--- config.mk ---
export PLATFORM = sky130hd
export DESIGN_NAME = length_prefixed_deframer_unit
export DESIGN_NICKNAME = d
export VERILOG_FILES = /design/src/hdl/lpd_pkg.sv /design/src/hdl/length_prefixed_deframer_unit.sv
export SDC_FILE = /design/constraint.sdc
export NUM_CORES = 1
export LEC_CHECK = 0
export BUFFER_PORTS_ARGS = -buffer_cell sky130_fd_sc_hd__buf_2
export CORE_MARGIN = 8
export CORE_UTILIZATION = 45
export CTS_BUF_LIST = sky130_fd_sc_hd__clkbuf_16
export DETAILED_ROUTE_END_ITERATION = 12
export GPL_ROUTABILITY_DRIVEN = 0
export PLACE_DENSITY = 0.66
export SYNTH_ARGS = -nofsm -noshare
export SYNTH_HDL_FRONTEND = slang
export SYNTH_SLANG_ARGS = --single-unit
--- constraint.sdc ---
create_clock -name clk_i -period 9.8 [get_ports clk_i]
set_input_delay 1.96 -clock clk_i [delete_from_list [all_inputs] [get_ports clk_i]]
set_output_delay 1.96 -clock clk_i [all_outputs]
set_load 0.05 [all_outputs]
--- src/hdl/lpd_pkg.sv ---
package lpd_pkg;

  localparam int unsigned LenBytes   = 4;
  localparam int unsigned TypeBytes  = 2;
  localparam int unsigned LenWidth   = 32;
  localparam int unsigned TypeWidth  = 16;
  localparam int unsigned TotalWidth = 21;
  localparam int unsigned CntWidth   = 2;

  localparam logic [TotalWidth-1:0] MaxLimit      = 21'd1048576;
  localparam logic [TotalWidth-1:0] MaxLenDefault = 21'd65536;

  typedef enum logic [1:0] {
    PhLen  = 2'd0,
    PhType = 2'd1,
    PhPay  = 2'd2,
    PhErr  = 2'd3
  } phase_e;

  typedef enum logic [1:0] {
    KindData  = 2'd0,
    KindEmpty = 2'd1,
    KindShort = 2'd2,
    KindLarge = 2'd3
  } kind_e;

endpackage

--- src/hdl/length_prefixed_deframer_unit.sv ---
// Result path: a byte transfer loads the input register, which feeds the result register
//   once the output is free (no result held, or the held result being taken).
// Throughput: one byte per cycle while results are taken; a held result stalls the
//   input once the input register is also full.
// Reset: asynchronous, active low; returns to the length header phase, clears the
//   error lock and sets the maximum frame length to 65536.
module length_prefixed_deframer_unit (
  input  logic        clk_i,
  input  logic        rst_ni,
  input  logic        cfg_valid_i,
  output logic        cfg_ready_o,
  input  logic [20:0] cfg_data_i,     // max_frame_length
  input  logic        s_axis_tvalid,
  output logic        s_axis_tready,
  input  logic [7:0]  s_axis_tdata,   // stream_byte
  output logic        m_axis_tvalid,
  input  logic        m_axis_tready,
  output logic [47:0] m_axis_tdata,   // message_type[15:0], payload_byte[23:16],
                                      // frame_total[44:24], zeros[47:45]
  output logic [1:0]  m_axis_tuser,   // result_kind
  output logic        m_axis_tlast    // last
);

  localparam int unsigned LW = lpd_pkg::LenWidth;
  localparam int unsigned TW = lpd_pkg::TypeWidth;
  localparam int unsigned FW = lpd_pkg::TotalWidth;
  localparam int unsigned CW = lpd_pkg::CntWidth;

  logic [FW-1:0]    max_len_q;

  logic             byte_vld_q;
  logic [7:0]       byte_q;

  lpd_pkg::phase_e  phase_q, phase_d;
  logic [CW-1:0]    cnt_q, cnt_d;
  logic [LW-1:0]    len_q, len_d;
  logic [TW-1:0]    type_q, type_d;
  logic [FW-1:0]    rem_q, rem_d;

  logic             out_vld_q;
  lpd_pkg::kind_e   out_kind_q;
  logic [TW-1:0]    out_type_q;
  logic [7:0]       out_data_q;
  logic             out_last_q;
  logic [FW-1:0]    out_total_q;

  logic             out_free;
  logic             step;
  logic             emit;
  lpd_pkg::kind_e   res_kind;
  logic [TW-1:0]    res_type;
  logic [7:0]       res_data;
  logic             res_last;
  logic [FW-1:0]    res_total;

  logic [LW-1:0]    len_shift;
  logic [TW-1:0]    type_shift;
  logic [FW-1:0]    rem_dec;
  logic [FW-1:0]    limit;
  logic [FW-1:0]    total;

  assign out_free      = !out_vld_q || m_axis_tready;
  assign step          = byte_vld_q && out_free;
  assign s_axis_tready = !byte_vld_q || out_free;
  assign cfg_ready_o   = 1'b1;

  assign len_shift  = {len_q[LW-9:0], byte_q};
  assign type_shift = {type_q[TW-9:0], byte_q};
  assign rem_dec    = rem_q - FW'(1);
  assign limit      = (max_len_q > lpd_pkg::MaxLimit) ? lpd_pkg::MaxLimit : max_len_q;
  assign total      = len_q[FW-1:0] + FW'(lpd_pkg::LenBytes);

  always_ff @(posedge clk_i or negedge rst_ni) begin
    if (!rst_ni) begin
      max_len_q <= lpd_pkg::MaxLenDefault;
    end else if (cfg_valid_i && cfg_ready_o) begin
      max_len_q <= cfg_data_i;
    end
  end

  always_ff @(posedge clk_i or negedge rst_ni) begin
    if (!rst_ni) begin
      byte_vld_q <= 1'b0;
    end else if (s_axis_tvalid && s_axis_tready) begin
      byte_vld_q <= 1'b1;
    end else if (step) begin
      byte_vld_q <= 1'b0;
    end
  end

  always_ff @(posedge clk_i) begin
    if (s_axis_tvalid && s_axis_tready) begin
      byte_q <= s_axis_tdata;
    end
  end

  always_ff @(posedge clk_i or negedge rst_ni) begin
    if (!rst_ni) begin
      phase_q <= lpd_pkg::PhLen;
      cnt_q   <= '0;
      len_q   <= '0;
      type_q  <= '0;
      rem_q   <= '0;
    end else begin
      phase_q <= phase_d;
      cnt_q   <= cnt_d;
      len_q   <= len_d;
      type_q  <= type_d;
      rem_q   <= rem_d;
    end
  end

  always_comb begin
    phase_d   = phase_q;
    cnt_d     = cnt_q;
    len_d     = len_q;
    type_d    = type_q;
    rem_d     = rem_q;
    emit      = 1'b0;
    res_kind  = lpd_pkg::KindData;
    res_type  = '0;
    res_data  = '0;
    res_last  = 1'b0;
    res_total = '0;
    if (step) begin
      case (phase_q)
        lpd_pkg::PhLen: begin
          len_d = len_shift;
          if (cnt_q == CW'(lpd_pkg::LenBytes - 1)) begin
            cnt_d = '0;
            if (len_shift < LW'(lpd_pkg::TypeBytes)) begin
              phase_d  = lpd_pkg::PhErr;
              emit     = 1'b1;
              res_kind = lpd_pkg::KindShort;
            end else if (len_shift > LW'(limit)) begin
              phase_d  = lpd_pkg::PhErr;
              emit     = 1'b1;
              res_kind = lpd_pkg::KindLarge;
            end else begin
              type_d  = '0;
              phase_d = lpd_pkg::PhType;
            end
          end else begin
            cnt_d = cnt_q + CW'(1);
          end
        end
        lpd_pkg::PhType: begin
          type_d = type_shift;
          if (cnt_q == CW'(lpd_pkg::TypeBytes - 1)) begin
            cnt_d = '0;
            rem_d = len_q[FW-1:0] - FW'(lpd_pkg::TypeBytes);
            if (len_q == LW'(lpd_pkg::TypeBytes)) begin
              phase_d   = lpd_pkg::PhLen;
              len_d     = '0;
              emit      = 1'b1;
              res_kind  = lpd_pkg::KindEmpty;
              res_type  = type_shift;
              res_last  = 1'b1;
              res_total = total;
            end else begin
              phase_d = lpd_pkg::PhPay;
            end
          end else begin
            cnt_d = cnt_q + CW'(1);
          end
        end
        lpd_pkg::PhPay: begin
          rem_d    = rem_dec;
          emit     = 1'b1;
          res_kind = lpd_pkg::KindData;
          res_type = type_q;
          res_data = byte_q;
          if (rem_dec == '0) begin
            phase_d   = lpd_pkg::PhLen;
            len_d     = '0;
            res_last  = 1'b1;
            res_total = total;
          end
        end
        default: begin
          phase_d = lpd_pkg::PhErr;
        end
      endcase
    end
  end

  always_ff @(posedge clk_i or negedge rst_ni) begin
    if (!rst_ni) begin
      out_vld_q <= 1'b0;
    end else if (out_free) begin
      out_vld_q <= step && emit;
    end
  end

  always_ff @(posedge clk_i) begin
    if (step && emit) begin
      out_kind_q  <= res_kind;
      out_type_q  <= res_type;
      out_data_q  <= res_data;
      out_last_q  <= res_last;
      out_total_q <= res_total;
    end
  end

  assign m_axis_tvalid = out_vld_q;
  assign m_axis_tdata  = {3'b000, out_total_q, out_data_q, out_type_q};
  assign m_axis_tuser  = out_kind_q;
  assign m_axis_tlast  = out_last_q;

endmodule

# Word-level counts from Yosys, hierarchy flattened

Index checks and enable logic that the tools add are counted.

$add $sub $neg: 4
Magnitude comparators: 3
Equality and inequality tests: 11
Multiplexer cells: 45
Reductions and logical operators: 19

Operators with widths:

| operator                                                                      | number |
|---|---|
| 21-bit two-way mux                                                            | 5 |
| 32-bit two-way mux                                                            | 3 |
| 32-bit case mux with 3 select lines                                           | 1 |
| 21-bit case mux with 2 select lines                                           | 2 |
| 16-bit two-way mux                                                            | 5 |
| 16-bit case mux with 2 select lines                                           | 2 |
| 32-bit by 2-bit equality test with 1-bit output, second input constant        | 1 |
| 32-bit by 21-bit > comparator with 1-bit output                               | 1 |
| 32-bit by 2-bit less-than comparator with 1-bit output, second input constant | 1 |
| 2-bit two-way mux                                                             | 11 |
| 21-bit by 3-bit adder with 21-bit output, second input constant               | 1 |
| 21-bit > comparator, second input constant                                    | 1 |
| 21-bit zero test                                                              | 1 |
| 21-bit by 1-bit subtractor with 21-bit output, second input constant          | 1 |
| 21-bit by 2-bit subtractor with 21-bit output, second input constant          | 1 |
| 2-bit != test, second input constant                                          | 6 |
| 1-bit two-way mux                                                             | 11 |
| 5-bit AND reduction                                                           | 2 |
| 2-bit case mux with 2 select lines                                            | 2 |
| 2-bit case mux with 3 select lines                                            | 1 |
| 2-bit nonzero test                                                            | 3 |
| 2-bit by 1-bit equality test with 1-bit output, second input constant         | 2 |
| 2-bit equality test, second input constant                                    | 2 |
| 2-bit AND reduction                                                           | 2 |
| other kinds (10)                                                              | 14 |

Bits in registers: 152
Bits of input ports: 34
Output and inout port bits: 54
Word-level logic and storage cells: 96

# Logic depth before layout (Yosys ltp)

Depth after elaboration: 9
Mapped depth: 13

# Least setup slack after synthesis

Ideal clock, no wire load.

Path type: reg-to-reg
Start point: register max_len_q[15]
End point: register out_last_q (netlist: m_axis_tlast) (enable)
Setup time: 0.526 ns
Data arrival time: 6.061 ns
Required time: 9.274 ns
Slack: 3.214 ns
Cell stages (with the launch flop): 13
Period minus slack after synthesis: 6.586 ns
Path through: dfrtp_1 nor4_1 nand3_1 o21ai_1 nand2_1 ha_1 and3_1 a221o_1 a31o_2 a21oi_1 a21oi_1 o21bai_1 a211oi_1

Cells in the longest elaborated chain, start to end: 9

Ends and longest elaborated chain:

| element                                             | RTL line                             | RTL |
|---|---|---|
| start, declared                                     | length_prefixed_deframer_unit.sv:29  | `logic [FW-1:0] max_len_q;` |
| start signal, assigned                              | length_prefixed_deframer_unit.sv:75  | `max_len_q <= lpd_pkg::MaxLenDefault;` |
| start signal, assigned                              | length_prefixed_deframer_unit.sv:77  | `max_len_q <= cfg_data_i;` |
| 21-bit > comparator                                 | length_prefixed_deframer_unit.sv:70  | `assign limit = (max_len_q > lpd_pkg::MaxLimit) ? lpd_pkg::MaxLimit : max_len_q;` |
| 21-bit two-way mux (*)                              | length_prefixed_deframer_unit.sv:70  |  |
| 32-bit by 21-bit > comparator with 1-bit output (*) | length_prefixed_deframer_unit.sv:135 | `end else if (len_shift > LW'(limit)) begin` |
| 1-bit two-way mux (*)                               | length_prefixed_deframer_unit.sv:135 |  |
| 1-bit two-way mux (*)                               | length_prefixed_deframer_unit.sv:131 | `if (len_shift < LW'(lpd_pkg::TypeBytes)) begin` |
| 1-bit two-way mux (*)                               | length_prefixed_deframer_unit.sv:129 | `if (cnt_q == CW'(lpd_pkg::LenBytes - 1)) begin` |
| 1-bit case mux with 3 select lines (*)              | length_prefixed_deframer_unit.sv:126 | `case (phase_q)` |
| 1-bit two-way mux (*)                               | length_prefixed_deframer_unit.sv:125 | `if (step) begin` |
| 1-bit logical AND (*)                               | length_prefixed_deframer_unit.sv:196 | `if (step && emit) begin` |
| end signal, assigned                                | length_prefixed_deframer_unit.sv:200 | `out_last_q <= res_last;` |
| end, declared                                       | length_prefixed_deframer_unit.sv:44  | `logic out_last_q;` |

Every way passes the cells marked *; elsewhere a longest branch is shown, timed or not.
A chain may end at the register's enable or synchronous reset.

# Worst setup path after layout

Start point: register max_len_q[15]
End point: register out_total_q[7] (enable)

Cells in the longest elaborated chain, start to end: 9

Ends and longest elaborated chain:

| element                                             | RTL line                             | RTL |
|---|---|---|
| 21-bit > comparator                                 | length_prefixed_deframer_unit.sv:70  |  |
| 21-bit two-way mux (*)                              | length_prefixed_deframer_unit.sv:70  |  |
| 32-bit by 21-bit > comparator with 1-bit output (*) | length_prefixed_deframer_unit.sv:135 |  |
| 1-bit two-way mux (*)                               | length_prefixed_deframer_unit.sv:135 |  |
| 1-bit two-way mux (*)                               | length_prefixed_deframer_unit.sv:131 |  |
| 1-bit two-way mux (*)                               | length_prefixed_deframer_unit.sv:129 |  |
| 1-bit case mux with 3 select lines (*)              | length_prefixed_deframer_unit.sv:126 |  |
| 1-bit two-way mux (*)                               | length_prefixed_deframer_unit.sv:125 |  |
| 1-bit logical AND (*)                               | length_prefixed_deframer_unit.sv:196 |  |
| end signal, assigned                                | length_prefixed_deframer_unit.sv:201 | `out_total_q <= res_total;` |
| end, declared                                       | length_prefixed_deframer_unit.sv:45  | `logic [FW-1:0] out_total_q;` |

Marked as above.

==> flow_metrics.py <==
metrics = {
    "status": {
        "outcome": "complete, no violations",
    },
    "hold_path": {
        "hp-class": "reg -> reg",
        "hold_end": "rem_q[20]",
        "hp-start": "rem_q[20]",
        "min_path_cells": 2,
    },
    "finish": {
        "drive_gt1_share_pct": 18.50,
        "nNetsFinal": 893,
        "fillers": 1601,
        "n_antenna_cell": 0,
        "area_delta_synth_final_pct": 12.57,
    },
    "power_and_ir_drop": {
        "combPwrFrac_pct": 42.5,
        "swShare_pct": 44.80,
        "cellLeakagePower_uw": 0.003801,
        "p_sw_uw": 1332,
        "internal_power_uw": 1641,
        "powerDensity_nw_per_um2": 324.0,
        "clockPowerShare_pct": 20.6,
        "seq_power_share_pct": 37.0,
        "peakVddDrop_uv": 176.9,
    },
    "synth": {
        "synth.distinct_cells": 66,
        "post-synth-top-area-cell": "dfrtp_1",
        "ys_warn_count": 0,
        "synth_edf_count": 56,
        "synth_top_area_share_pct": 29.15,
        "ys_ff_latch": 152,
        "avgSynthCellArea_um2": 10.44,
        "seq_area_frac_synth_pct": 50.10,
        "synthArstFlopShare_pct": 63.16,
        "syn_inst": 781,
        "ys.flop_type": "dfrtp_1",
        "syn_area_um2": 8154,
        "synth_area_leaders": "dfrtp_1 29%, edfxtp_1 21%, ha_1 5.2%, a22o_1 4.0%, nor2_1 3.3%",
    },
    "sta": {
        "finalClockSkew_ps": 5.954,
        "relSlewSlack_pct": 18.67,
        "rsz0062_at_grt": "false",
        "finalHoldViolations": 0,
        "timing.final.crit_share_pct": 48.29,
        "drv_slew": 0,
        "layout_min_cycle_time_ps": 4733,
        "setup_tns_ps": 0,
        "setup_viol": 0,
        "fin_ws_ps": 5067,
        "worstMarginPinSlew_ps": 1213,
        "fmax_mhz": 211.3,
    },
    "worst_setup_path": {
        "required_ps": 9890,
        "startpoint": "max_len_q[15]",
        "crit_path_end_kind": "flop",
        "worst-path-max-fanout": 27,
        "crit_arrival_ps": 4820,
        "reg2reg_from": "max_len_q[15]",
        "r2r_end": "out_total_q[7]",
        "rrSetupSlack_ps": 5070,
        "critPathKind": "reg -> reg",
        "critPathLaunchType": "flop",
        "ff2ff_path_depth": 13,
    },
    "floorplanning": {
        "pin_count": 88,
        "initial_core_util_pct": 45.55,
        "core-area_um2": 17900,
        "rows": 49,
        "die_x_um": 150.6,
        "die_h_um": 150.6,
        "die-area_um2": 22680,
    },
    "global_routing": {
        "grt_pass1_wl_mm": 32.24,
        "grt_antenna_before_repair": 0,
        "grtUsageTotal_pct": 18.00,
        "grt_max_degree": 71,
        "grt_pass1_vias": 6074,
        "overflow": 0,
    },
    "route": {
        "drt_pass1_iterations": 5,
        "ant_nets": 0,
        "vias": 6307,
        "drt-total-wl_mm": 19.86,
        "first_iter_violations": 582,
        "post_drt_wl_per_cell_um": 18.61,
        "routed_via_density": 5.911,
        "drc": 0,
    },
    "clocking": {
        "root_buffer": "clkbuf_16",
        "cts_setup_buffers": 0,
        "cts_buffer_depth": 2,
        "clk_pin_slew_ps": 60,
        "cts_made_buffers": 17,
        "holdBufCountCts": 0,
        "htree_levels": 4,
        "cts_sinks": 152,
        "cts_tree": "yes",
        "clkLatencyLatePin_ps": 430,
        "ctsResizeCount": 0,
    },
    "run": {
        "max-cap-violations": 0,
    },
    "place": {
        "port_buffers": 83,
        "hpwl_mm": 13.83,
        "dp_slack_ps": 5003,
    },
}
how the worst max path moves through the flow:
| stage | cells past startpoint | slack, ps | endpoint |
|---|---|---|---|
| floorplan | 12 | 3210 | m_axis_tlast |
| global placement | 13 | 5070 | out_total_q[18] |
| detailed placement | 13 | 5000 | out_total_q[18] |
| CTS | 13 | 4980 | out_total_q[19] |
| global route | 13 | 4520 | out_total_q[7] |
| finish | 13 | 5070 | out_total_q[7] |
cells in the final DEF (no fill, tap or decap), types with 20 or more instances in the layout:
cell type / n
dfrtp_1: 95
buf_2: 82
nor2_1: 71
nand2_1: 65
edfxtp_1: 56
a22o_1: 37
ha_1: 33
o21ai_0: 32
a21oi_1: 27
xor2_1: 26
nand3_1: 23
mux2_2: 20
worst max-delay path: stages, from the launching register on:
cell	delay, ps
dfrtp_1	390
nor4_1	330
nand3_1	120
o21ai_1	490
nand2_1	120
ha_1	290
and3_1	180
a221o_1	190
a31o_2	110
a21oi_1	50
a21oi_1	430
o21bai_1	210
a211oi_4	940
buf_4	500
through the flow:
step | total power, uW | util (%) | hold slack [ps] | area, um2 | std cells
floorplan | 2060 | - | 458.9 | 8162 | 783
global placement | 2346 | 48.18 | 472.2 | 8626 | 1035
detailed placement | 2363 | 48.18 | 478.2 | 8626 | 1035
CTS | 2982 | 51.27 | 490.4 | 9179 | 1067
global route | 3165 | 51.27 | 504.9 | 9179 | 1067
finish | 2974 | 51.27 | 493.4 | 9179 | 1067
power groups by stage:
| stage | logic (uW) | registers (uW) | clock network [uW] |
|---|---|---|---|
| final | 1260 | 1100 | 612 |
| after global routing | 1390 | 1130 | 646 |
| after CTS | 1260 | 1100 | 625 |
| after global placement | 1240 | 1100 | 0 |
| after floorplan | 917 | 1140 | 0 |
| after detailed placement | 1260 | 1110 | 0 |
registers in the layout, summed over array words and instances, names as in the netlist:
name	cells
byte_vld_q	1
m_axis_tlast	1
m_axis_tuser	2
phase_q	2
m_axis_tvalid	1
type_q	16
out_total_q	21
byte_q	8
out_data_q	8
len_q	32
cnt_q	2
max_len_q	21
out_type_q	16
rem_q	21
logic make-up (layout without fill, tap and decap cells):
family / after synthesis / after routing / synth area share (%)
DFF: 152 / 152 / 50.10
muxes: 20 / 20 / 2.762
xor gates and xnor gates: 36 / 36 / 3.867
AOI/OAI and AO/OA: 184 / 184 / 16.34
buffers and inverters: 84 / 139 / 4.465
adders and majority gates: 34 / 34 / 5.217
other: 2 / 4 / 0.09210
and+or+nand+nor: 269 / 269 / 17.16
cell usage after synthesis, types with 4 or more instances:
master and instances:
a21o_1 7, a21oi_1 27, a22o_1 37, a22oi_1 19, a31oi_1 4, a32o_1 16
and3_1 14, buf_1 8, buf_2 15, buf_4 8, clkbuf_1 34, dfrtp_1 95
edfxtp_1 56, ha_1 34, inv_1 18, mux2_2 20, nand2_1 65, nand2b_1 7
nand3_1 23, nand4_1 12, nor2_1 71, nor2b_1 6, nor3_1 17, nor4_1 19
o21ai_0 32, o21ai_1 6, o22ai_1 8, o32ai_1 4, or3_1 7, xnor2_1 10
xor2_1 26
routing by layer:
| layer | global-route usage [%] | routed length, um | vias up |
|---|---|---|---|
| li1 | - | - | 2978 |
| met1 | 25.24 | 9260 | 3073 |
| met2 | 26.75 | 9049 | 219 |
| met3 | 3.396 | 1120 | 37 |
| met4 | 7.669 | 428 | 0 |
| met5 | 0 | 0 | - |
area by class of cell:
| cell class | count | area, um2 | share of cell area [%] |
|---|---|---|---|
| sequential | 152 | 4085 | 44.51 |
| inverter | 19 | 71.32 | 0.7770 |
| multi-input combinational | 547 | 3727 | 40.61 |
| clock inverter | 15 | 127.6 | 1.390 |
| clock buffer | 17 | 425.4 | 4.635 |
| timing repair buffer | 88 | 455.4 | 4.962 |
| tap | 229 | 286.5 | 3.122 |
No activity file was read; power rests on OpenSTA's default activity.
